<file path="config.mk">
export PLATFORM = sky130hd
export DESIGN_NAME = modbus_rtu_write_register_slave
export DESIGN_NICKNAME = d
export VERILOG_FILES = /design/src/rtl/core/mbrws_pkg.sv /design/src/rtl/core/mbrws_frame_acc.sv /design/src/rtl/core/mbrws_decode.sv /design/src/rtl/core/mbrws_tx_ser.sv /design/src/rtl/core/modbus_rtu_write_register_slave.sv
export SDC_FILE = /design/constraint.sdc
export NUM_CORES = 1
export LEC_CHECK = 0
export BUFFER_PORTS_ARGS = -buffer_cell sky130_fd_sc_hd__buf_2
export CORE_ASPECT_RATIO = 2
export CORE_MARGIN = 2
export CORE_UTILIZATION = 35
export DETAILED_ROUTE_END_ITERATION = 12
export PLACE_DENSITY = 0.57
export RECOVER_POWER = 100
export SLEW_MARGIN = 25
export SYNTH_ARGS = -nofsm -noshare
export SYNTH_HDL_FRONTEND = slang
export SYNTH_SLANG_ARGS = --single-unit
</file>
<file path="constraint.sdc">
create_clock -name clk -period 3.75 [get_ports clk]
set_input_delay 0.1875 -clock clk [delete_from_list [all_inputs] [get_ports clk]]
set_output_delay 0.1875 -clock clk [all_outputs]
set_load 0.01 [all_outputs]
</file>
<file path="src/rtl/core/mbrws_pkg.sv">
// Shared types, constants and the CRC-16/Modbus byte fold for the
// write-single-register slave. No dependencies.
`default_nettype none

package mbrws_pkg;

    localparam int FRAME_MAX_DEF = 256;
    localparam int HDR_BYTES     = 6;
    localparam int CFG_IDX_W     = 2;
    localparam int TX_IDX_W      = 3;

    localparam logic [15:0] CRC_INIT       = 16'hFFFF;
    localparam logic [15:0] CRC_POLY       = 16'hA001;
    localparam logic [7:0]  FUNC_WRITE_REG = 8'h06;
    localparam logic [7:0]  EXC_FLAG       = 8'h80;
    localparam logic [15:0] REG_FIRST      = 16'h0004;
    localparam logic [15:0] REG_LAST       = 16'h0007;
    localparam logic [15:0] VAL_MAX        = 16'h0001;

    // Body lengths of the two response kinds, CRC bytes not counted
    localparam logic [TX_IDX_W-1:0] BODY_EXC  = 3'd3;
    localparam logic [TX_IDX_W-1:0] BODY_ECHO = 3'd6;

    // Configuration register indexes
    localparam logic [CFG_IDX_W-1:0] CFG_SLAVE_ADDRESS     = 2'd0;
    localparam logic [CFG_IDX_W-1:0] CFG_CODE_BAD_FUNCTION = 2'd1;
    localparam logic [CFG_IDX_W-1:0] CFG_CODE_BAD_ADDRESS  = 2'd2;
    localparam logic [CFG_IDX_W-1:0] CFG_CODE_BAD_VALUE    = 2'd3;

    typedef struct packed {
        logic [7:0] rx_byte;
        logic       frame_end;
    } req_t;

    typedef struct packed {
        logic [7:0] tx_byte;
        logic       tx_last;
        logic [3:0] output_bits;
    } rsp_t;

    typedef struct packed {
        logic [7:0] slave_address;
        logic [7:0] code_bad_function;
        logic [7:0] code_bad_address;
        logic [7:0] code_bad_value;
    } cfg_t;

    // Finished frame: header bytes and the length/overflow/CRC verdict
    typedef struct packed {
        logic                           valid;
        logic                           ok;
        logic [HDR_BYTES-1:0][7:0]      hdr;
    } sum_t;

    // Response to send: body bytes, kind and output bits after the frame
    typedef struct packed {
        logic                           valid;
        logic                           echo;
        logic [HDR_BYTES-1:0][7:0]      body;
        logic [3:0]                     led;
    } load_t;

    function automatic logic [15:0] crc_fold(input logic [15:0] crc, input logic [7:0] b);
        logic [15:0] c;
        c = crc ^ {8'h00, b};
        for (int k = 0; k < 8; k++)
        begin
            c = c[0] ? ((c >> 1) ^ CRC_POLY) : (c >> 1);
        end
        return c;
    endfunction

endpackage

`default_nettype wire

</file>
<file path="src/rtl/core/mbrws_frame_acc.sv">
// Receive side: running CRC, header and tail capture, byte count, overflow.
// Hands one summary per frame to the decoder. Depends on mbrws_pkg.
`default_nettype none

module mbrws_frame_acc #(
    parameter int FRAME_MAX = mbrws_pkg::FRAME_MAX_DEF
) (
    input  wire logic           clk,
    input  wire logic           rst_n,
    input  wire logic           req_valid,
    output logic                req_ready,
    input  wire mbrws_pkg::req_t req,
    output mbrws_pkg::sum_t     sum,
    input  wire logic           sum_take
);
    import mbrws_pkg::*;

    localparam int CNT_W = $clog2(FRAME_MAX + 1);
    localparam logic [CNT_W-1:0] FRAME_LIM = CNT_W'(FRAME_MAX);

    logic [15:0]               crc_reg, crc_next;
    logic [CNT_W-1:0]          cnt_reg, cnt_next;
    logic [HDR_BYTES-1:0][7:0] hdr_reg, hdr_next;
    logic [1:0][7:0]           tail_reg, tail_next;
    logic                      ovf_reg, ovf_next;
    sum_t                      sum_reg, sum_next;
    logic                      accept;

    // Hold a frame-end byte while the previous summary is still waiting
    assign req_ready = !req.frame_end || !sum_reg.valid || sum_take;
    assign accept    = req_valid && req_ready;
    assign sum       = sum_reg;

    always_comb
    begin
        crc_next  = crc_reg;
        cnt_next  = cnt_reg;
        hdr_next  = hdr_reg;
        tail_next = tail_reg;
        ovf_next  = ovf_reg;
        sum_next  = sum_reg;
        if (sum_take)
        begin
            sum_next.valid = 1'b0;
        end
        if (accept)
        begin
            if (cnt_reg >= FRAME_LIM)
            begin
                ovf_next = 1'b1;
            end
            else
            begin
                for (int i = 0; i < HDR_BYTES; i++)
                begin
                    if (cnt_reg == CNT_W'(i))
                    begin
                        hdr_next[i] = req.rx_byte;
                    end
                end
                // Fold the byte leaving the two-byte tail window
                if (cnt_reg >= CNT_W'(2))
                begin
                    crc_next = crc_fold(crc_reg, tail_reg[0]);
                end
                tail_next[0] = tail_reg[1];
                tail_next[1] = req.rx_byte;
                cnt_next     = CNT_W'(cnt_reg + 1'b1);
            end
            if (req.frame_end)
            begin
                sum_next.valid = 1'b1;
                sum_next.hdr   = hdr_next;
                sum_next.ok    = !ovf_next && (cnt_next >= CNT_W'(4))
                                 && (tail_next[0] == crc_next[7:0])
                                 && (tail_next[1] == crc_next[15:8]);
                crc_next  = CRC_INIT;
                cnt_next  = '0;
                hdr_next  = '0;
                tail_next = '0;
                ovf_next  = 1'b0;
            end
        end
    end

    always_ff @(posedge clk or negedge rst_n)
    begin
        if (!rst_n)
        begin
            crc_reg  <= CRC_INIT;
            cnt_reg  <= '0;
            hdr_reg  <= '0;
            tail_reg <= '0;
            ovf_reg  <= 1'b0;
            sum_reg  <= '0;
        end
        else
        begin
            crc_reg  <= crc_next;
            cnt_reg  <= cnt_next;
            hdr_reg  <= hdr_next;
            tail_reg <= tail_next;
            ovf_reg  <= ovf_next;
            sum_reg  <= sum_next;
        end
    end

    a_cnt_bounded: assert property (@(posedge clk) disable iff (!rst_n)
        cnt_reg <= FRAME_LIM)
        else $error("byte count past frame limit");

    a_sum_held: assert property (@(posedge clk) disable iff (!rst_n)
        sum_reg.valid && !sum_take |=> sum_reg.valid)
        else $error("frame summary lost before decode");

endmodule

`default_nettype wire

</file>
<file path="src/rtl/core/mbrws_decode.sv">
// Frame decoder: address, function, register and value checks, output bit
// register, response body build. Depends on mbrws_pkg.
`default_nettype none

module mbrws_decode (
    input  wire logic            clk,
    input  wire logic            rst_n,
    input  wire mbrws_pkg::sum_t sum,
    input  wire mbrws_pkg::cfg_t cfg,
    input  wire logic            take,
    output mbrws_pkg::load_t     load
);
    import mbrws_pkg::*;

    logic [3:0]  led_reg, led_next, led_upd;
    logic [15:0] reg_addr, reg_val;
    logic        respond, fn_ok, reg_ok, val_ok, good;
    logic [7:0]  exc_func, exc_code;

    assign reg_addr = {sum.hdr[2], sum.hdr[3]};
    assign reg_val  = {sum.hdr[4], sum.hdr[5]};
    assign respond  = sum.valid && sum.ok && (sum.hdr[0] == cfg.slave_address);
    assign fn_ok    = sum.hdr[1] == FUNC_WRITE_REG;
    assign reg_ok   = (reg_addr >= REG_FIRST) && (reg_addr <= REG_LAST);
    assign val_ok   = reg_val <= VAL_MAX;
    assign good     = fn_ok && reg_ok && val_ok;

    // Bad function first, then bad register, then bad value
    assign exc_func = fn_ok ? (FUNC_WRITE_REG | EXC_FLAG) : (sum.hdr[1] | EXC_FLAG);
    assign exc_code = !fn_ok  ? cfg.code_bad_function :
                      !reg_ok ? cfg.code_bad_address  : cfg.code_bad_value;

    always_comb
    begin
        led_upd = led_reg;
        led_upd[reg_addr[1:0]] = reg_val[0];
        led_next = (take && respond && good) ? led_upd : led_reg;
    end

    always_comb
    begin
        load.valid   = respond;
        load.echo    = good;
        load.body    = '0;
        load.body[0] = cfg.slave_address;
        if (good)
        begin
            load.body[1] = FUNC_WRITE_REG;
            load.body[2] = sum.hdr[2];
            load.body[3] = sum.hdr[3];
            load.body[4] = sum.hdr[4];
            load.body[5] = sum.hdr[5];
            load.led     = led_upd;
        end
        else
        begin
            load.body[1] = exc_func;
            load.body[2] = exc_code;
            load.led     = led_reg;
        end
    end

    always_ff @(posedge clk or negedge rst_n)
    begin
        if (!rst_n)
        begin
            led_reg <= '0;
        end
        else
        begin
            led_reg <= led_next;
        end
    end

endmodule

`default_nettype wire

</file>
<file path="src/rtl/core/mbrws_tx_ser.sv">
// Response serializer: holds one body, sends a byte per cycle unless stalled,
// while folding the CRC, then appends CRC low and high. Depends on mbrws_pkg.
`default_nettype none

module mbrws_tx_ser (
    input  wire logic             clk,
    input  wire logic             rst_n,
    input  wire mbrws_pkg::load_t load,
    output logic                  take,
    output logic                  rsp_valid,
    input  wire logic             rsp_ready,
    output mbrws_pkg::rsp_t       rsp
);
    import mbrws_pkg::*;

    logic                      busy_reg, busy_next;
    logic [TX_IDX_W-1:0]       idx_reg, idx_next;
    logic                      echo_reg, echo_next;
    logic [HDR_BYTES-1:0][7:0] body_reg, body_next;
    logic [3:0]                led_reg, led_next;
    logic [15:0]               crc_reg, crc_next;
    logic                      out_valid_reg, out_valid_next;
    rsp_t                      out_reg, out_next;

    logic [TX_IDX_W-1:0] body_len;
    logic                step, in_body, last;
    logic [7:0]          body_byte, tx_sel;

    assign take      = !busy_reg;
    assign rsp_valid = out_valid_reg;
    assign rsp       = out_reg;

    assign body_len = echo_reg ? BODY_ECHO : BODY_EXC;
    assign step     = busy_reg && (!out_valid_reg || rsp_ready);
    assign in_body  = idx_reg < body_len;
    assign last     = idx_reg == TX_IDX_W'(body_len + 1'b1);

    always_comb
    begin
        body_byte = '0;
        for (int i = 0; i < HDR_BYTES; i++)
        begin
            if (idx_reg == TX_IDX_W'(i))
            begin
                body_byte = body_reg[i];
            end
        end
        if (in_body)
        begin
            tx_sel = body_byte;
        end
        else if (idx_reg == body_len)
        begin
            tx_sel = crc_reg[7:0];
        end
        else
        begin
            tx_sel = crc_reg[15:8];
        end
    end

    always_comb
    begin
        busy_next      = busy_reg;
        idx_next       = idx_reg;
        echo_next      = echo_reg;
        body_next      = body_reg;
        led_next       = led_reg;
        crc_next       = crc_reg;
        out_valid_next = out_valid_reg;
        out_next       = out_reg;
        if (out_valid_reg && rsp_ready)
        begin
            out_valid_next = 1'b0;
        end
        if (step)
        begin
            out_valid_next       = 1'b1;
            out_next.tx_byte     = tx_sel;
            out_next.tx_last     = last;
            out_next.output_bits = led_reg;
            if (in_body)
            begin
                crc_next = crc_fold(crc_reg, body_byte);
            end
            idx_next = TX_IDX_W'(idx_reg + 1'b1);
            if (last)
            begin
                busy_next = 1'b0;
            end
        end
        // Load the next response once the buffer is free
        if (take && load.valid)
        begin
            busy_next = 1'b1;
            idx_next  = '0;
            crc_next  = CRC_INIT;
            echo_next = load.echo;
            body_next = load.body;
            led_next  = load.led;
        end
    end

    always_ff @(posedge clk or negedge rst_n)
    begin
        if (!rst_n)
        begin
            busy_reg      <= 1'b0;
            idx_reg       <= '0;
            out_valid_reg <= 1'b0;
        end
        else
        begin
            busy_reg      <= busy_next;
            idx_reg       <= idx_next;
            out_valid_reg <= out_valid_next;
        end
    end

    always_ff @(posedge clk)
    begin
        echo_reg <= echo_next;
        body_reg <= body_next;
        led_reg  <= led_next;
        crc_reg  <= crc_next;
        out_reg  <= out_next;
    end

    a_idx_in_range: assert property (@(posedge clk) disable iff (!rst_n)
        busy_reg |-> idx_reg <= TX_IDX_W'(body_len + 1'b1))
        else $error("serializer index past response end");

    a_last_frees: assert property (@(posedge clk) disable iff (!rst_n)
        step && last |=> !busy_reg || (idx_reg == '0))
        else $error("serializer still busy after last byte");

endmodule

`default_nettype wire

</file>
<file path="src/rtl/core/modbus_rtu_write_register_slave.sv">
// Top level of the write-single-register slave: configuration registers and
// the receive, decode and transmit parts. Depends on mbrws_pkg.
//
// Usage:
//   req channel (req_valid/req_ready, req) carries received frame bytes in
//   line order; frame_end marks the last byte. One byte can transfer every
//   cycle. A frame-end byte is held off only while the previous frame's
//   summary waits for the transmitter to free its buffer.
//   rsp channel (rsp_valid/rsp_ready, rsp) carries response bytes, CRC low
//   byte before high byte, tx_last on the final one, and the four output bits
//   as they stand after the frame.
//   After the frame-end transfer the first response byte passes the summary
//   register, the transmitter buffer load and the output register; the rest
//   follow one per cycle while rsp_ready holds, 5 bytes for an exception and
//   8 for an echo.
//   A stalled receiver holds the output register; the transmitter buffer
//   and the summary register keep taking work until both are full.
//   Reset clears frame state, output bits and the configuration registers to
//   address 1 and exception codes 1, 2, 3. Write configuration only while idle.
`default_nettype none

module modbus_rtu_write_register_slave #(
    parameter int FRAME_MAX = mbrws_pkg::FRAME_MAX_DEF
) (
    input  wire logic                               clk,
    input  wire logic                               rst_n,
    input  wire logic                               cfg_we,
    input  wire logic [mbrws_pkg::CFG_IDX_W-1:0]    cfg_index,
    input  wire logic [7:0]                         cfg_wdata,
    input  wire logic                               req_valid,
    output logic                                    req_ready,
    input  wire mbrws_pkg::req_t                    req,
    output logic                                    rsp_valid,
    input  wire logic                               rsp_ready,
    output mbrws_pkg::rsp_t                         rsp
);
    import mbrws_pkg::*;

    cfg_t  cfg_reg;
    sum_t  sum;
    load_t load;
    logic  take;

    always_ff @(posedge clk or negedge rst_n)
    begin
        if (!rst_n)
        begin
            cfg_reg.slave_address     <= 8'd1;
            cfg_reg.code_bad_function <= 8'd1;
            cfg_reg.code_bad_address  <= 8'd2;
            cfg_reg.code_bad_value    <= 8'd3;
        end
        else if (cfg_we)
        begin
            unique case (cfg_index)
                CFG_SLAVE_ADDRESS:     cfg_reg.slave_address     <= cfg_wdata;
                CFG_CODE_BAD_FUNCTION: cfg_reg.code_bad_function <= cfg_wdata;
                CFG_CODE_BAD_ADDRESS:  cfg_reg.code_bad_address  <= cfg_wdata;
                CFG_CODE_BAD_VALUE:    cfg_reg.code_bad_value    <= cfg_wdata;
            endcase
        end
    end

    mbrws_frame_acc #(
        .FRAME_MAX (FRAME_MAX)
    ) u_frame_acc (
        .clk       (clk),
        .rst_n     (rst_n),
        .req_valid (req_valid),
        .req_ready (req_ready),
        .req       (req),
        .sum       (sum),
        .sum_take  (take)
    );

    mbrws_decode u_decode (
        .clk   (clk),
        .rst_n (rst_n),
        .sum   (sum),
        .cfg   (cfg_reg),
        .take  (take),
        .load  (load)
    );

    mbrws_tx_ser u_tx_ser (
        .clk       (clk),
        .rst_n     (rst_n),
        .load      (load),
        .take      (take),
        .rsp_valid (rsp_valid),
        .rsp_ready (rsp_ready),
        .rsp       (rsp)
    );

endmodule

`default_nettype wire

</file>
Word level (Yosys, flattened, before mapping)
Cells that the tools add are included.
{"block": "totals", "regBits": 263, "inputBits": 24, "output_inout_bits": 15, "wordCells": 189}
{"block": "classes", "n_addsub": 3, "n_lt_le_gt_ge": 9, "n_eq_ne": 19, "muxes": 64, "bitwise": 18, "n_reduce_logical": 36}
{"cell": "$mux 16", "count": 24}
{"cell": "$mux 8", "count": 16}
{"cell": "$mux 50", "count": 2}
{"cell": "$mux 48", "count": 2}
{"cell": "$not 2->3", "count": 16}
{"cell": "$xor 16x8->16", "count": 2}
{"cell": "$mux 9", "count": 3}
{"cell": "$eq 8x8->1", "count": 3}
{"cell": "$eq 9x2->1 const B", "count": 2}
{"cell": "$eq 9x3->1 const B", "count": 2}
{"cell": "$ge 16x3->1 const B", "count": 1}
{"cell": "$le 16x1->1 const B", "count": 1}
{"cell": "$le 16x3->1 const B", "count": 1}
{"cell": "$logic_and 1x1->1", "count": 14}
{"cell": "$reduce_and 2->1", "count": 7}
{"cell": "$mux 1", "count": 10}
{"cell": "$add 9x1->9 const B", "count": 1}
{"cell": "$eq 9x1->1 const B", "count": 1}
{"cell": "$ge 9x2->1 const B", "count": 1}
{"cell": "$ge 9x3->1 const B", "count": 1}
{"cell": "$ge 9x9->1 const B", "count": 1}
{"cell": "$logic_not 9->1", "count": 1}
{"cell": "$mux 3", "count": 3}
{"cell": "$eq 8x3->1 const B", "count": 1}
{"cell": "other kinds (20)", "count": 33}

Depth between registers and ports, before layout
{"block": "depth", "ltp_word": 25, "ltp_mapped": 13, "depth_no_buf": 10}

Modules after synthesis
From an unflattened synthesis, not the netlist that was laid out.
{"block": "unflattened", "cells_unflattened": 1307, "area_unflattened_um2": 13782.0}
{"mod": "mbrws_frame_acc", "n_inst": 1, "cells_each": 786, "area_each_um2": 7500.9, "seq_area_each_um2": 3523.4}
{"mod": "mbrws_tx_ser", "n_inst": 1, "cells_each": 330, "area_each_um2": 4105.2, "seq_area_each_um2": 2427.3}
{"mod": "modbus_rtu_write_register_slave", "n_inst": 1, "cells_each": 68, "area_each_um2": 1218.7, "seq_area_each_um2": 807.0}
{"mod": "mbrws_decode", "n_inst": 1, "cells_each": 123, "area_each_um2": 957.2, "seq_area_each_um2": 100.1}

Least setup slack after synthesis
OpenSTA, ideal clock, no wires.
{"block": "synth_path", "kind": "reg2reg", "start": "reg u_tx_ser.idx_reg[2]", "end": "reg u_tx_ser.crc_reg[0]", "setup_time_ps": 74, "arrival_ps": 3002, "required_time_ps": 3676, "path_slack_ps": 675, "stages_incl_launch_ff": 13, "n_path_buf": 2, "synth_period_minus_slack_ps": 3075, "path_cell_list": "dfrtp_1 > buf_6 > inv_1 > ha_1 > buf_6 > or3b_1 > a222oi_1 > a22oi_2 > xnor2_4 > xor2_2 > xor3_2 > xnor3_1 > o211ai_2"}
{"block": "synth_between", "elab_chain_len": 17, "word_cells_on_any_way": 30, "classes_between": "order compare: 1; eq/ne: 5; mux: 14; bitwise: 8; reduce/logical: 2"}
{"element": "from (decl)", "line": "mbrws_tx_ser.sv:17", "source": "logic [TX_IDX_W-1:0] idx_reg, idx_next;"}
{"element": "from (signal assigned)", "line": "mbrws_tx_ser.sv:115", "source": "idx_reg <= idx_next;"}
{"element": "$logic_not 3->1", "line": "mbrws_tx_ser.sv:43", "source": "if (idx_reg == TX_IDX_W'(i))"}
{"element": "$mux 8 (6 in series)", "line": "mbrws_tx_ser.sv:43"}
{"element": "$xor 16x8->16", "line": "mbrws_pkg.sv:65", "source": "c = crc ^ {8'h00, b};"}
{"element": "$mux 16 or $not 2->3 (tied branches) (6 in series)"}
{"element": "$not 2->3 (no source line) or $mux 16 (tied branches)"}
{"element": "$mux 16 (2 in series)", "line": "mbrws_pkg.sv:68", "source": "c = c[0] ? ((c >> 1) ^ CRC_POLY) : (c >> 1);"}
{"element": "to (signal assigned)", "line": "mbrws_tx_ser.sv:125", "source": "crc_reg <= crc_next;"}
{"element": "to (decl)", "line": "mbrws_tx_ser.sv:21", "source": "logic [15:0] crc_reg, crc_next;"}
Several ways; a longest one is shown, not always the timed one.
A chain may end at the register's enable or synchronous reset.

Worst setup path in the final report
{"block": "layout_path", "start": "reg u_tx_ser.idx_reg[0]", "end": "reg u_tx_ser.crc_reg[0]"}
Same word-level chain as after synthesis.

==> impl_metrics.tcl <==
set metrics [dict create \
    status "complete, but fails checks" \
    violations "capacitance limit, slew limit" \
    diodes 0 \
    irDropWorstVdd_mv 0.6968 \
    arrival_ns 4.00 \
    fin_crit_sh 0.9450 \
    tightest_slew_ns 2.943 \
    power.density_nw_per_um2 766.3 \
    worstSetupPathType "flop to flop" \
    relSlewSlack -0.9619 \
    viasPerCell 5.224 \
    grt_antenna_before_repair 0 \
    dr.pass1.iters 6 \
    pre_cts_ws_ns 0.2758 \
    grt-ovfl-total 0 \
    cts_setup_buffers 0 \
    power.switching_mw 3.955 \
    critPathLaunch "u_tx_ser.idx_reg[0]$_DFFE_PN0P_" \
    syn-cell-area_um2 12660 \
    p_int_mw 6.963 \
    ys_seq_area_frac 0.5418 \
    wl_per_cell_um 19.00 \
    comb_power_share 0.405 \
    tns_ns 0 \
    skew_ns 0.02395 \
    period_needed_ns 3.544 \
    die_height_um 272.9 \
    rr_startpoint "u_tx_ser.idx_reg[0]$_DFFE_PN0P_" \
    ys_ff_latch 263 \
    dp_hpwl_mm 23.04 \
    largest_reg_flops 50 \
    rows 98 \
    cts-root-buf "clkbuf_16" \
    crit_path_end "u_tx_ser.crc_reg[0]$_SDFFE_PP1P_" \
    worst_skew_pair.late_latency_ns 0.55 \
    ys_warn_count 0 \
    r2r_slack_ns 0.21 \
    grt_max_degree 87 \
    grt_pass1_wl_mm 50.65 \
    die_x_um 138.5 \
    p_total_mw 10.92 \
    maxCapViolCount 1 \
    place_area_um2 13430 \
    timing.fmax_mhz 282.2 \
    layout_common_cells "nand2_1, dfrtp_1, o21ai_0, mux2i_1, edfxtp_1" \
    cp.required_ns 4.21 \
    swShare 0.3623 \
    synthCells 1161 \
    drtIter0Drc 420 \
    p_seq_frac 0.363 \
    drc 0 \
    finalNonFillerCells 1684 \
    drive_gt1_frac 0.1272 \
    ys_types 76 \
    setup_viol 0 \
    synth_edf_count 66 \
    fin_area_um2 14250 \
    grt_pass1_vias 9172 \
    numCtsBuffers 26 \
    cts_tree "built" \
    num-nets-final 1249 \
    async_flop_share 0.6882 \
    hold_ws_ns 0.1136 \
    clock_path_buffers 3 \
    hold_viol_final 0 \
    rsz0062_at_grt "false" \
    min_path_type "input port to flop" \
    cts_htree_levels 1 \
    clkTransAtPathRegs_ns 0.07 \
    detail-route-antenna-nets 0 \
    end_kind "flop" \
    grtUsageTotal 0.1692 \
    io_buffers 38 \
    r2r-end "u_tx_ser.crc_reg[0]$_SDFFE_PP1P_" \
    p_clk_frac 0.232 \
    cellLeakagePower_nw 5.984 \
    vias 8797 \
    path_max_fanout 13 \
    pin_count 39 \
    layout_commonest_cell "nand2_1" \
    wl_mm 31.99 \
    dominantRegCellSynth "dfrtp_1" \
    setup_ws_ns 0.2063 \
    start_util 0.3547 \
    dp_cells 1626 \
    dieArea_um2 37790 \
    fin_util 0.3993 \
    critPathLaunchType "flop" \
    avgSynthCellArea_um2 10.90 \
    coreArea_um2 35680 \
    clkSinkCount 263 \
    place_congestion 0.8800 \
    slew_viol_final 53 \
    rr_worst_depth 10 \
    syn_to_final_growth_pct 12.56 \
]
-- cells in the mapped netlist, types with 3 or more instances --
cell type | instances | area share
xnor2_1 | 42 | 0.029
ha_1 | 11 | 0.011
mux2i_1 | 80 | 0.063
a22o_1 | 24 | 0.017
o31a_1 | 3 | 0.0021
o211ai_1 | 11 | 0.0065
a211oi_1 | 3 | 0.0018
or4_1 | 3 | 0.0018
nand4_1 | 7 | 0.0035
nand3_1 | 12 | 0.0047
buf_6 | 5 | 0.0044
edfxtp_1 | 66 | 0.16
a22oi_1 | 24 | 0.014
o21ai_0 | 124 | 0.049
o22a_1 | 14 | 0.0097
nor3b_1 | 4 | 0.0024
nand3b_1 | 10 | 0.0059
nor4b_1 | 3 | 0.0021
mux2_2 | 44 | 0.039
and2_1 | 3 | 0.0015
and3_1 | 5 | 0.0025
clkbuf_1 | 56 | 0.017
o21ai_1 | 6 | 0.0024
dfrtp_1 | 160 | 0.32
dfstp_2 | 21 | 0.044
nor2_1 | 46 | 0.014
dfxtp_1 | 16 | 0.025
nor4_1 | 8 | 0.0040
xor2_1 | 19 | 0.013
a21oi_1 | 33 | 0.013
a31oi_1 | 7 | 0.0035
nand2_1 | 181 | 0.054
nand2b_1 | 7 | 0.0035
nor2b_1 | 6 | 0.0030
or3_1 | 5 | 0.0025
inv_1 | 27 | 0.0080
buf_2 | 6 | 0.0024
nor3_1 | 7 | 0.0028
-- logic make-up after synthesis --
logic type	Yosys count	synth area share
xor gates and xnor gates	66	0.05121
other	1	0.0002963
DFF	263	0.5418
adders and majority gates	11	0.01087
muxes	124	0.1024
buffers and inverters	99	0.03351
and+or+nand+nor	316	0.1136
AOI/OAI and AO/OA	281	0.1463
-- worst min-delay path by stage --
stage               depth (start not counted)                                  end  slack (ns)  startpoint
detailed placement                          1  u_frame_acc.hdr_reg[35]$_DFFE_PN0P_        0.17       rst_n
global placement                            1  u_frame_acc.hdr_reg[35]$_DFFE_PN0P_        0.18       rst_n
CTS                                         2  u_frame_acc.hdr_reg[35]$_DFFE_PN0P_        0.09      req[4]
floorplan                                   0              cfg_reg[10]$_DFFE_PN0P_       -0.11       rst_n
global route                                2  u_frame_acc.hdr_reg[34]$_DFFE_PN0P_        0.10      req[3]
finish                                      2  u_frame_acc.hdr_reg[44]$_DFFE_PN0P_        0.11      req[5]
-- what timing repair did --
| action | CTS | global route |
|---|---|---|
| gates resized for setup | 0 | 0 |
| hold buffers | 10 | 0 |
| hold endpoints to repair | 83 | 0 |
-- layout make-up --
type	count	area [µm²]
Fill cell	3485	21430
Sequential cell	263	6858
Multi-Input combinational cell	818	5446
Clock buffer	30	685.7
Tap cell	450	563.0
Timing Repair Buffer	77	447.9
Clock inverter	18	141.4
Inverter	28	105.1
-- power groups by stage --
stage | sequential (mW) | combinational (mW) | clock [mW]
2_1_floorplan | 3.88 | 3.61 | 0
3_3_place_gp | 3.99 | 4.41 | 0
3_5_place_dp | 4.02 | 4.49 | 0
4_1_cts | 3.96 | 4.51 | 2.62
5_1_grt | 4.03 | 4.87 | 2.72
6_report | 3.96 | 4.42 | 2.53
-- per-layer routing --
metal	routed length (µm)	track usage
met1	11140	0.1639
met2	17880	0.3366
met3	954	0.01875
met4	2023	0.1028
met5	0	0
-- worst max-delay path: stages (launching register included) --
cell and delay, ns:
dfrtp_1 0.43, inv_1 0.13, ha_1 0.54, nor2_1 0.22
o211a_1 0.18, or4_1 0.51, o211ai_1 0.19, xor2_1 0.30
xor3_1 0.46, xnor3_1 0.38, o211ai_2 0.13
No activity file was read; power rests on OpenSTA's default activity.
